===== src/hw/rtl/scsa_pkg.sv =====
package scsa_pkg;

  localparam int SIZE_W     = 16;
  localparam int ADDR_IN_W  = 24;
  localparam int SLOT_IN_W  = ADDR_IN_W - 4;
  localparam int RES_ADDR_W = 20;
  localparam int CLS_W      = 4;
  localparam int STATUS_W   = 3;
  localparam int LIMIT_W    = 5;
  localparam int SPAN_IDX_W = 8;
  localparam int OBJ_W      = 13;

  localparam logic [STATUS_W-1:0] ST_ALLOCATED  = 3'd0;
  localparam logic [STATUS_W-1:0] ST_FREED      = 3'd1;
  localparam logic [STATUS_W-1:0] ST_TOO_LARGE  = 3'd2;
  localparam logic [STATUS_W-1:0] ST_NO_MEMORY  = 3'd3;
  localparam logic [STATUS_W-1:0] ST_NOT_ARENA  = 3'd4;
  localparam logic [STATUS_W-1:0] ST_UNTAGGED   = 3'd5;

  localparam logic OP_ALLOC = 1'b0;
  localparam logic OP_FREE  = 1'b1;

  typedef enum logic [1:0] {
    CMD_ALLOC,
    CMD_FREE,
    CMD_ERR
  } cmd_kind_t;

  typedef struct packed {
    cmd_kind_t                 kind;
    logic [STATUS_W-1:0]       status;
    logic [CLS_W-1:0]          cls;
    logic [SLOT_IN_W-1:0]      slot;
    logic [SPAN_IDX_W-1:0]     span;
  } cmd_t;

  typedef struct packed {
    logic [STATUS_W-1:0]   status;
    logic [RES_ADDR_W-1:0] addr;
    logic [CLS_W-1:0]      cls;
  } res_t;

  typedef enum logic [1:0] {
    BK_IDLE,
    BK_POP,
    BK_CARVE
  } bk_state_t;

  function automatic logic [OBJ_W-1:0] class_bytes(input logic [CLS_W-1:0] c);
    logic [OBJ_W-1:0] b;
    unique case (c)
      4'd0:  b = 13'd16;
      4'd1:  b = 13'd32;
      4'd2:  b = 13'd48;
      4'd3:  b = 13'd64;
      4'd4:  b = 13'd96;
      4'd5:  b = 13'd128;
      4'd6:  b = 13'd192;
      4'd7:  b = 13'd256;
      4'd8:  b = 13'd384;
      4'd9:  b = 13'd512;
      4'd10: b = 13'd768;
      4'd11: b = 13'd1024;
      4'd12: b = 13'd1536;
      4'd13: b = 13'd2048;
      4'd14: b = 13'd3072;
      4'd15: b = 13'd4096;
      default: b = 13'd4096;
    endcase
    return b;
  endfunction

endpackage


===== src/hw/rtl/scsa_front.sv =====
module scsa_front #(
  parameter int MAX_REQUEST = 4096,
  parameter int NUM_CLASSES = 16,
  parameter int ARENA_BYTES = 1048576,
  parameter int SPAN_SHIFT  = 16
) (
  input  logic                           operation,
  input  logic [scsa_pkg::SIZE_W-1:0]    request_size,
  input  logic [scsa_pkg::ADDR_IN_W-1:0] address,
  output scsa_pkg::cmd_t                 cmd
);

  logic [scsa_pkg::SIZE_W:0]    rounded;
  logic                         found;
  logic [scsa_pkg::CLS_W-1:0]   cls;
  logic                         too_large;
  logic                         out_arena;

  always_comb begin
    rounded = ({1'b0, request_size} + 17'd15) & ~17'd15;
    found   = 1'b0;
    cls     = '0;
    for (int c = 0; c < 16; c++) begin
      if (!found && c < NUM_CLASSES &&
          17'(scsa_pkg::class_bytes(4'(c))) >= rounded) begin
        found = 1'b1;
        cls   = 4'(c);
      end
    end
    too_large = (32'(request_size) > 32'(MAX_REQUEST)) || !found;
    out_arena = (32'(address) >= 32'(ARENA_BYTES));

    cmd.slot = address[scsa_pkg::ADDR_IN_W-1:4];
    cmd.span = scsa_pkg::SPAN_IDX_W'(address >> SPAN_SHIFT);
    cmd.cls  = cls;
    if (operation == scsa_pkg::OP_ALLOC) begin
      cmd.kind   = too_large ? scsa_pkg::CMD_ERR : scsa_pkg::CMD_ALLOC;
      cmd.status = scsa_pkg::ST_TOO_LARGE;
    end else begin
      cmd.kind   = out_arena ? scsa_pkg::CMD_ERR : scsa_pkg::CMD_FREE;
      cmd.status = scsa_pkg::ST_NOT_ARENA;
    end
  end

endmodule


===== config.mk =====
export PLATFORM = sky130hd
export DESIGN_NAME = scsa_front
export DESIGN_NICKNAME = d
export VERILOG_FILES = /design/src/hw/rtl/scsa_pkg.sv /design/src/hw/rtl/scsa_front.sv
export SDC_FILE = /design/constraint.sdc
export NUM_CORES = 1
export LEC_CHECK = 0
export ABC_CLOCK_PERIOD_IN_PS = 5410
export BUFFER_PORTS_ARGS = -buffer_cell sky130_fd_sc_hd__buf_2
export CAP_MARGIN = 20
export CELL_PAD_IN_SITES_DETAIL_PLACEMENT = 0
export CELL_PAD_IN_SITES_GLOBAL_PLACEMENT = 1
export CORE_UTILIZATION = 23
export DETAILED_ROUTE_END_ITERATION = 6
export PLACE_DENSITY = 0.9
export SYNTH_ARGS = -nofsm -noshare
export SYNTH_HDL_FRONTEND = slang
export SYNTH_SLANG_ARGS = --single-unit

===== constraint.sdc =====
create_clock -name vclk -period 5.41
set_clock_uncertainty 0.1 [all_clocks]
set_input_delay 1.082 -clock vclk [all_inputs]
set_output_delay 1.082 -clock vclk [all_outputs]
set_load 0.005 [all_outputs]

==> metrics.csv <==
stage;metric;value;unit
run_status;status;finished, final reports clean;
die;number of placed I/O pins;78;
yosys;count of distinct cell types in the synthesized netlist;35;
cells_and_area;total area of sequential cells;0;sq um
drt;via count normalized by instance count;4.70;
setup_path;ordered cell list for the critical path;buf_2, nor4_4, nand4b_1, o21ai_1, a21oi_1, or4_1, buf_2;
drt;via count of the routed design;644;
cells_and_area;area overhead of the layout relative to synthesis;-2.26;%
yosys;Post-Syn Area per Cell;6.53;sq um
yosys;share of Yosys cell area claimed by the top area cell type;0.338;
pwr;largest vdd supply drop;0.0000283;V
placed_design;number of cells in the design after placement;137;
cells_and_area;number of inserted filler cells in the final layout;319;
die;initial core utilization;0.241;
cells_and_area;fraction of layout cells with a size suffix above 1;0.406;
global_routing;initial antenna violation count;0;
cells_and_area;most frequent cells in the layout;sky130_fd_sc_hd__buf_2 (37), sky130_fd_sc_hd__nor2_1 (14), sky130_fd_sc_hd__nand2_1 (7), sky130_fd_sc_hd__a21oi_1 (5), sky130_fd_sc_hd__nand3_1 (4);
global_routing;vias in the first global route;527;
die;vertical die dimension;55.8;microns
yosys;count of yosys warnings during synthesis;0;
cells_and_area;count of clock-net buffers in the final layout;0;
drt;post-detailed-route DRC marker count;0;
setup_path;type of element launching the critical path;primary input;
drt;WL/cell;9.31;microns
sta;clock period minus worst slack;3.97;ns
sta;final count of hold timing violations;0;
placed_design;weighted congestion at the end of routability-driven global placement;0.717;
pwr;Power, Total;0.0000358;W
setup_path;nature of the critical path endpoint;primary output;
cells_and_area;fin util;0.236;
yosys;post-synthesis net count;143;
cells_and_area;final sequential cell count;0;
setup_path;Max stage delay cell, worst path;sky130_fd_sc_hd__or4_1;
yosys;most area-hungry cell type in the Yosys netlist;sky130_fd_sc_hd__buf_4;
worst_hold_path;class of the tightest hold or removal check;primary input to primary output;
global_routing;Global Route Usage Sum;0.0794;
sta;setup repair after global routing missed its margin;false;
setup_path;largest fanout on the critical path;5;
setup_path;origin of the worst setup path;request_size[2];
cts;hold buffers post-CTS;0;
die;Std-Cell Rows;19;
sta;final worst path period share;0.733;
global_routing;residual overflow from global routing;0;
drt;detailed router's first-iteration violation count;23;
yosys;cell types with the largest area share after synthesis;sky130_fd_sc_hd__buf_4 (34%), sky130_fd_sc_hd__nor2_1 (7.9%), sky130_fd_sc_hd__nand2_1 (3.9%);
drt;remaining antenna violation count;0;
cells_and_area;Post-layout nets;149;
sta;setup total negative slack;0;ns
sta;final count of pins violating max slew;0;
drt;final wirelength;1280;microns
cells_and_area;footprint of the multi-input gates;415;sq um
setup_path;critical path required time;4.23;ns
sta;total of endpoints with negative setup slack in the final report;0;
cells_and_area;commonest non-fill, non-tap cell in the layout;sky130_fd_sc_hd__buf_2;
placed_design;input/output buffers;37;
die;area of the die;3110;sq um
cts;setup bufs post-CTS;0;
die;chip width;55.8;microns
setup_path;cell mode on critical path;sky130_fd_sc_hd__buf_2;
cells_and_area;final non-filler cell total;137;
yosys;Post-Syn Area;666;sq um
pwr;power per standard cell area;55.0;nW/um^2
cts;number of resized instances in the post-cts repair step;0;
sta;minimum hold slack;2.06;ns
run;MaxCap Viol Count;0;
setup_path;timing endpoint of the critical path;cmd[29];
setup_path;arrival time of the worst setup path;2.78;ns
pwr;Static Leakage;0.299;nW
global_routing;maximum number of pins on one net before global-route repair;11;
die;area of the placeable core;2760;sq um
drt;total iterations of the first detailed-routing run;4;
cells_and_area;number of antenna repair diodes;0;
placed_design;half-perimeter wire length of the detailed placement result;1100;microns
setup_path;critical path type;primary input to primary output;
setup_path;biggest cell delay along the critical path;0.52;ns
global_routing;wire length of the first global-routing pass;2170;microns
yosys;post-synthesis instance total;102;
yosys;part of the Yosys area used for sequential elements;0;
sta;Peak Freq;252;MHz
cells by family (layout without fill, tap and decap cells):
logic type             count (synthesis)  count (layout)  share of synthesized area
AND/OR/NAND/NOR                       40              40                      0.355
buffers and inverters                 36              40                      0.376
AO/OA/AOI/OAI                         21              21                      0.209
XOR/XNOR                               3               3                     0.0395
other                                  1               1                    0.00563
multiplexers                           1               1                     0.0150
cell type report:
class | count | area share
Timing Repair Buffer | 37 | 0.285
Tap cell | 31 | 0.0596
Inverter | 3 | 0.0173
Multi-Input combinational cell | 66 | 0.638
metrics by stage:
step                      area (sq um)  worst slack (ns)
after floorplan                    666              1.81
after global placement             651              1.45
after detailed placement           651              1.45
after CTS                          651              1.46
after global routing               651              1.27
final                              651              1.44
Yosys cell counts (2+ instances only):
cell type / n
sky130_fd_sc_hd__a211oi_1: 2
sky130_fd_sc_hd__a21oi_1: 5
sky130_fd_sc_hd__a31oi_1: 3
sky130_fd_sc_hd__buf_2: 2
sky130_fd_sc_hd__buf_4: 30
sky130_fd_sc_hd__inv_1: 3
sky130_fd_sc_hd__nand2_1: 7
sky130_fd_sc_hd__nand3_1: 4
sky130_fd_sc_hd__nor2_1: 14
sky130_fd_sc_hd__o21ai_1: 3
sky130_fd_sc_hd__o31a_1: 2
sky130_fd_sc_hd__or4_1: 2
sky130_fd_sc_hd__or4_4: 2
sky130_fd_sc_hd__xor2_1: 2
per-layer routing:
metal	up-vias	global-route usage	routed length [microns]
met4	0	0.00714	0
met5	-	0	0
met2	25	0.129	565
met3	0	0.00930	133
li1	335	-	-
met1	284	0.116	575
worst max-delay path, delay by kind of cell:
family | cells | cell delay, ns
AO/OA/AOI/OAI | 2 | 0.28
buffers and inverters | 2 | 0.26
AND/OR/NAND/NOR | 3 | 1.16
report_power, final:
group          internal (W)  leakage, nW  total [W]  switching [W]
combinational     0.0000166        0.299  0.0000358      0.0000192
sequential                0            0          0              0
clock                     0            0          0              0
total             0.0000166        0.299  0.0000358      0.0000192
how the worst min path moves through the flow:
| stage | from | end | cells after the start |
|---|---|---|---|
| floorplan | operation | cmd[33] | 1 |
| global placement | address[8] | cmd[12] | 0 |
| detailed placement | address[8] | cmd[12] | 0 |
| CTS | address[8] | cmd[12] | 0 |
| global route | address[6] | cmd[10] | 0 |
| finish | address[6] | cmd[10] | 0 |
Power figures use the tool's default switching activity.
