===== src/hw/rtl/scsa_fifo.sv =====
module scsa_fifo #(
  parameter int W     = 8,
  parameter int DEPTH = 2
) (
  input  logic         clk,
  input  logic         rst_n,
  input  logic         push,
  input  logic [W-1:0] din,
  output logic         full,
  input  logic         pop,
  output logic [W-1:0] dout,
  output logic         empty
);

  localparam int PTR_W = (DEPTH > 1) ? $clog2(DEPTH) : 1;
  localparam int CNT_W = $clog2(DEPTH + 1);

  logic [W-1:0]     mem_r [DEPTH];
  logic [PTR_W-1:0] wp_r, rp_r;
  logic [CNT_W-1:0] cnt_r;
  logic             do_push, do_pop;

  assign full    = (cnt_r == CNT_W'(DEPTH));
  assign empty   = (cnt_r == '0);
  assign do_push = push && !full;
  assign do_pop  = pop && !empty;
  assign dout    = mem_r[rp_r];

  always_ff @(posedge clk) begin
    if (!rst_n) begin
      wp_r  <= '0;
      rp_r  <= '0;
      cnt_r <= '0;
    end else begin
      if (do_push) begin
        wp_r <= (wp_r == PTR_W'(DEPTH - 1)) ? '0 : wp_r + 1'b1;
      end
      if (do_pop) begin
        rp_r <= (rp_r == PTR_W'(DEPTH - 1)) ? '0 : rp_r + 1'b1;
      end
      if (do_push && !do_pop) begin
        cnt_r <= cnt_r + 1'b1;
      end else if (do_pop && !do_push) begin
        cnt_r <= cnt_r - 1'b1;
      end
    end
  end

  always_ff @(posedge clk) begin
    if (do_push) begin
      mem_r[wp_r] <= din;
    end
  end

endmodule


===== config.mk =====
export PLATFORM = sky130hd
export DESIGN_NAME = scsa_fifo
export DESIGN_NICKNAME = d
export VERILOG_FILES = /design/src/hw/rtl/scsa_fifo.sv
export SDC_FILE = /design/constraint.sdc
export NUM_CORES = 1
export LEC_CHECK = 0
export BUFFER_PORTS_ARGS = -buffer_cell sky130_fd_sc_hd__buf_2
export CORE_MARGIN = 3
export CORE_UTILIZATION = 50
export DETAILED_ROUTE_END_ITERATION = 10
export GPL_TIMING_DRIVEN = 0
export PLACE_DENSITY = 0.77
export SLEW_MARGIN = 10
export SYNTH_ARGS = -nofsm -noshare
export SYNTH_HDL_FRONTEND = slang
export SYNTH_SLANG_ARGS = --single-unit

===== constraint.sdc =====
create_clock -name clk -period 2.4 [get_ports clk]
set_clock_uncertainty 0.2 [all_clocks]
set_input_delay 0.48 -clock clk [delete_from_list [all_inputs] [get_ports clk]]
set_output_delay 0.48 -clock clk [all_outputs]
set_load 0.05 [all_outputs]

==> metrics.md, run 1 <==
| Metric | Value |
|---|---|
| Status | finished, final reports clean |
| XOR/XNOR Fraction of Synth Area | 0.03246 |
| Startpoint Class | register |
| Final #Nets | 89 |
| HPWL after DPL | 839.2 um |
| Worst vdd ir | 0.7812 mV |
| Synth top cells by count | edfxtp_1 (16), mux2_2 (8), dfxtp_1 (5) |
| Critical Path Sink Type | primary output |
| Die H | about 46 um |
| Synth Area in Adders | 0.01546 |
| Tcrit/Tclk final | 0.8573 |
| Leakage power | 0.3841 nW |
| First-pass DRT Iterations | 4 |
| Synthesis-to-finish area growth | 18.55% |
| Slew @ Worst Pin | 0.6969 ns |
| Crit-path slowest cell | mux2_2 |
| Most common cell in the synthesized netlist | edfxtp_1 |
| Main area contributors after synthesis | edfxtp_1 (59%), dfxtp_1 (12%), mux2_2 (11%) |
| R2r worst-path depth | 3 |
| Fmax | 486.0 MHz |
| DRT iter0 DRCs | 5 |
| Main flop type after synthesis | edfxtp_1 |
| Clk sink count | 21 |
| CP delay by family, top | buffers and inverters |
| Core area | 1399 um^2 |
| Clk root buf | clkbuf_4 |
| Yosys top cell area share | 0.5935 |
| I/O pin cnt | 22 |
| CTS H-tree depth | 1 |
| Routed vias/inst | roughly 5.0 |
| CTS clock-pin slew for the worst setup and hold paths | 0.10 ns |
| Largest family of logic cells by synthesized area | multiplexers |
| PostCTS Resize Cnt | 0 |
| ANT cells | 0 |
| Post-Syn Area | 809.5 um^2 |
| Asr flop ratio synth | 0 |
| Type of the worst setup path | register to primary output |
| Fillers | 99 |
| Syn nets | 63 |
| Depth of the worst hold-timing path | 1 |
| Starting Density | 0.5787 |
| Pwr Density | 1212 nW/um^2 |
| R2r startpoint | cnt_r[0]$_SDFFE_PN0P_ |
| Vias | 448 |
| Ys Warns | 0 |
| Port Buffer Count | 21 |
| Layout cells sized above 1 | 0.4667 |
| Worst flop-to-flop path endpoint | mem_r[0][4]$_DFFE_PP_ |
| Compound-cell area share of the yosys netlist | 0.04019 |
| Setup bufs post-CTS | 0 |
| CP max stage delay | 0.36 ns |
| #FFs+latches synth | 21 |
| Hold Vio Cnt, Final | 0 |
| Post-Route WL | approximately 1.2 mm |
| Largest net degree at the start of global routing | 12 |
| Post-synth top area cell | edfxtp_1 |
| Worst R2R Setup Slack | about 0.65 ns |
| Chip width | 46.24 um |
| WL/cell | 12.82 um |
| Endpoints failing setup | 0 |
| Site Rows | 13 |
| Hold path start | din[5] |
| CTS tree | done |
| Syn_area_per_cell | 16.19 um^2 |
| CP Data Arrival Time | 1.38 ns |
| Die Area | around 2100 um^2 |
| Hold endpoint | mem_r[1][5]$_DFFE_PP_ |
| Slew Limit Fails | 0 |
| CP bufs+invs | 2 |
| EDFF count, synth | 16 |
| GRT Overall Usage | 0.1245 |
| Final antenna-violating net count | 0 |
| Worst path required time | 1.72 ns |
| Post-route DRC | 0 |
| Num CTS Buffers | 3 |
| CP Max Fanout | 8 |
| Seq/Total Area, Yosys | 0.7172 |
| CTS Hold Bufs | 0 |
| Period minus WS final | 2.057 ns |
| First-pass GRT wire length | 1.752 mm |
| Clock Latency Late Sink | 0.29 ns |
| Gr ovfl total | 0 |
| RSZ-0062 raised after global routing | false |
| Placer Congestion | between 0.6 and 0.7 |
| Max clock buf depth | 2 |
| Synth Area in Simple Gates | 0.06801 |
| Cell count after synthesis | 50 |
| Slew headroom | 0.5329 |
| Total power | 1.163 mW |
| Worst hold path type | primary input to register |
| Vias in the first global route | approximately 430 |
| Cell Chain, Critical Path | buf_2 > mux2_2 > buf_2 |
| Antenna violations before repair | 0 |
| CP most frequent cell | buf_2 |
| Setup TNS | 0 ns |
| Mux cell area share after synthesis | 0.1113 |
| Max-cap violations | 0 |
| Netlist cell types | 20 |
## flip-flops by register name (all words and copies together), names as in the netlist, named ones only
register / count
cnt_r: 2
mem_r: 16
rp_r: 1
wp_r: 1
## cells in the final DEF, fill, tap and decap left out, drive strengths merged
| master | n |
|---|---|
| a21boi | 2 |
| or3 | 1 |
| o21a | 1 |
| o21ai | 2 |
| nand2b | 1 |
| xor2 | 1 |
| dfxtp | 5 |
| mux2 | 8 |
| nor2 | 2 |
| and3 | 1 |
| inv | 2 |
| ha | 1 |
| xnor2 | 2 |
| nor3 | 1 |
| and2 | 3 |
| edfxtp | 16 |
| clkbuf | 4 |
| buf | 22 |
## metrics by stage
step / utilization / setup slack [ns] / hold slack, ns / instance area (um^2) / cells
CTS: 0.6860 / 0.3241 / 0.1602 / 959.7 / 90
finish: 0.6860 / 0.3425 / 0.1682 / 959.7 / 90
global route: 0.6860 / 0.2695 / 0.1520 / 959.7 / 90
global placement: 0.6673 / 0.6182 / 0.3052 / 933.4 / 86
detailed placement: 0.6673 / 0.5617 / 0.3164 / 933.4 / 86
floorplan: - / 0.5708 / 0.2833 / 809.5 / 50
## per-layer routing
layer	wire length, um	up-vias	GRT usage
li1	-	231	-
met1	501	199	0.1382
met2	540	14	0.1951
met3	85	4	0.04688
met4	26	0	0.08523
met5	0	-	0
## cells by family after synthesis
logic type               count (synthesis)
AO/OA/AOI/OAI                            5
XOR/XNOR                                 3
adder cells (fa/ha/maj)                  1
buffers and inverters                    3
flip-flops                              21
multiplexers                             8
AND/OR/NAND/NOR                          9
## worst register-to-register path: cells and delay by family, from the launching register on
family                 cells  cell delay [ns]
buffers and inverters      1             0.06
DFF                        1             0.43
and+or+nand+nor            2             0.71
## layout make-up
class | count | area (um^2) | area share
Sequential cell | 21 | 580.6 | 0.6050
Buffer | 1 | 5.005 | 0.005215
Timing Repair Buffer | 21 | 105.1 | 0.1095
Clock buffer | 4 | 26.28 | 0.02738
Multi-Input combinational cell | 26 | 216.5 | 0.2256
Inverter | 2 | 7.507 | 0.007823
Tap cell | 15 | 18.77 | 0.01956
## power breakdown
group	switching (mW)	internal (mW)
sequential	0.0323	0.464
combinational	0.347	0.162
clock	0.0925	0.0646
total	0.472	0.691
## how the worst max path moves through the flow
stage | from | end | depth (start not counted)
after floorplan | cnt_r[0]$_SDFFE_PN0P_ | cnt_r[1]$_SDFFE_PN0P_ | 6
after global placement | push | mem_r[0][6]$_DFFE_PP_ | 3
after detailed placement | push | mem_r[0][6]$_DFFE_PP_ | 3
after CTS | register | dout[0] | 3
after global routing | register | dout[7] | 3
final | register | dout[7] | 3
No activity file was read; power rests on OpenSTA's default activity.
==> run 2: changes to the inputs <==
--- a/config.mk
+++ b/config.mk
@@ -6,10 +6,10 @@
 export NUM_CORES = 1
 export LEC_CHECK = 0
 export BUFFER_PORTS_ARGS = -buffer_cell sky130_fd_sc_hd__buf_2
+export CAP_MARGIN = 20
 export CORE_MARGIN = 3
 export CORE_UTILIZATION = 50
 export DETAILED_ROUTE_END_ITERATION = 10
-export GPL_TIMING_DRIVEN = 0
 export PLACE_DENSITY = 0.77
 export SLEW_MARGIN = 10
 export SYNTH_ARGS = -nofsm -noshare
==> metrics.md, run 2 (synthesis results as in run 1) <==
| Metric | Value |
|---|---|
| Worst path required time | 1.72 ns |
| Setup TNS | 0 ns |
| DRT iter0 DRCs | 5 |
| Max clock buf depth | 2 |
| ANT cells | 0 |
| Core area | 1399 um^2 |
| CTS clock-pin slew for the worst setup and hold paths | ~0.10 ns |
| Max-cap violations | 0 |
| Period minus WS final | 2.090 ns |
| Clk root buf | clkbuf_4 |
| Slack of the critical path | roughly 0.31 ns |
| Post-Route WL | 1.197 mm |
| Commonest non-fill, non-tap cell in the layout | buf_2 |
| Clk sink count | 21 |
| Slew headroom | 0.7508 |
| Depth of the worst hold-timing path | 1 |
| Setup bufs post-CTS | 0 |
| Crit-path slowest cell | dfxtp_1 |
| Fmax | 478.4 MHz |
| Pwr Density | ~1200 nW/um^2 |
| Vias in the first global route | 472 |
| Largest net degree at the start of global routing | 12 |
| R2r worst-path depth | 6 |
| Hold path start | din[3] |
| CTS H-tree depth | 1 |
| Final #Nets | 89 |
| Commonest non-fill, non-tap cells in the layout | buf_2 (21), edfxtp_1 (16), mux2_2 (8) |
| Endpoints failing setup | 0 |
| Tcrit/Tclk final | 0.8710 |
| Gr ovfl total | 0 |
| RSZ-0062 raised after global routing | false |
| Port Buffer Count | 21 |
| Status | finished, final reports clean |
| Max FFs per register | 16 |
| Final antenna-violating net count | 0 |
| Largest regs | mem_r x16, cnt_r x2 |
| Biggest register | mem_r |
| I/O pin cnt | 22 |
| Slew Limit Fails | 0 |
| Type of the worst setup path | register to primary output |
| Num CTS Buffers | 3 |
| Fillers | 103 |
| Routed vias/inst | 5.267 |
| Layout Cells excl Fill | 90 |
| Worst hold path type | primary input to register |
| Slew @ Worst Pin | 0.3738 ns |
| Leakage power | 0.3840 nW |
| Chip width | roughly 46 um |
| Synthesis-to-finish area growth | 18.86% |
| WL/cell | 13.30 um |
| Placer Congestion | ~0.61 |
| CTS tree | done |
| Hold endpoint | mem_r[0][3]$_DFFE_PP_ |
| Startpoint Class | register |
| PostCTS Resize Cnt | 0 |
| R2r startpoint | cnt_r[0]$_SDFFE_PN0P_ |
| CP Data Arrival Time | 1.41 ns |
| Pre-CTS setup slack | 0.5941 ns |
| Cell Chain, Critical Path | mux2_2 > buf_2 |
| HPWL after DPL | about 900 um |
| GRT Overall Usage | 0.1371 |
| Post-route DRC | 0 |
| Layout cells sized above 1 | 0.4667 |
| Vias | 474 |
| First-pass DRT Iterations | 4 |
| Worst flop-to-flop path endpoint | cnt_r[1]$_SDFFE_PN0P_ |
| CP Max Fanout | 8 |
| Clock Latency Late Sink | 0.28 ns |
| Die H | between 40 and 50 um |
| Hold Vio Cnt, Final | 0 |
| Site Rows | 13 |
| Die Area | 2138 um^2 |
| CTS Hold Bufs | 0 |
| Critical Path Sink Type | primary output |
| Worst vdd ir | 0.8414 mV |
| Worst R2R Setup Slack | 0.62 ns |
| First-pass GRT wire length | 1.959 mm |
| CP max stage delay | 0.54 ns |
| Starting Density | 0.5787 |
| Cells after DPL | 86 |
| Antenna violations before repair | 0 |
==> run 2: changes by cell type in the layout (fill, tap and decap cells not counted) <==
cell   previous run  this run
buf_2            22        21
buf_4             0         1
==> run 2: power breakdown <==
part / switching [mW] / internal (mW) / total, mW
combinational: 0.331 / 0.164 / 0.495
sequential: 0.0472 / 0.464 / 0.511
clock: 0.0930 / 0.0645 / 0.157
==> run 2: cell type report <==
type                    count  area (um^2)  share of cell area
inverters                   2        7.507            0.007802
well taps                  15        18.77             0.01951
flip-flops and latches     21        580.6              0.6034
repair buffers             22        112.6              0.1170
clock buffers               4        26.28             0.02731
multi-input cells          26        216.5              0.2250
==> run 2: how the worst max path moves through the flow <==
| stage | depth (start not counted) | slack (ns) | end |
|---|---|---|---|
| after CTS | 2 | 0.28 | dout[2] |
| final | 2 | 0.31 | dout[2] |
| after global placement | 2 | 0.63 | dout[2] |
| after detailed placement | 6 | 0.59 | cnt_r[1]$_SDFFE_PN0P_ |
| after floorplan | 6 | 0.57 | cnt_r[1]$_SDFFE_PN0P_ |
| after global routing | 2 | 0.23 | dout[1] |
==> run 2: routing by layer <==
metal  GRT usage  wire length [um]
met1      0.1472               486
met2      0.2418               635
met3     0.03906                76
met4     0.06818                 0
met5           0                 0
==> run 2: critical path: cells and delay by family, from the launching register on <==
family,cells,cell delay [ns]
buffers and inverters,1,0.21
multiplexers,1,0.38
flip-flops,1,0.54
==> run 2: per-stage QoR <==
| stage | hold WS, ns | total power [mW] | instance area [um^2] | util |
|---|---|---|---|---|
| floorplan | 0.2833 | 0.9166 | 809.5 | - |
| global placement | 0.3049 | 1.009 | 935.9 | 0.6691 |
| detailed placement | 0.3144 | 1.021 | 935.9 | 0.6691 |
| CTS | 0.1646 | 1.178 | 962.2 | 0.6878 |
| global route | 0.1492 | 1.230 | 962.2 | 0.6878 |
| finish | 0.1730 | 1.163 | 962.2 | 0.6878 |
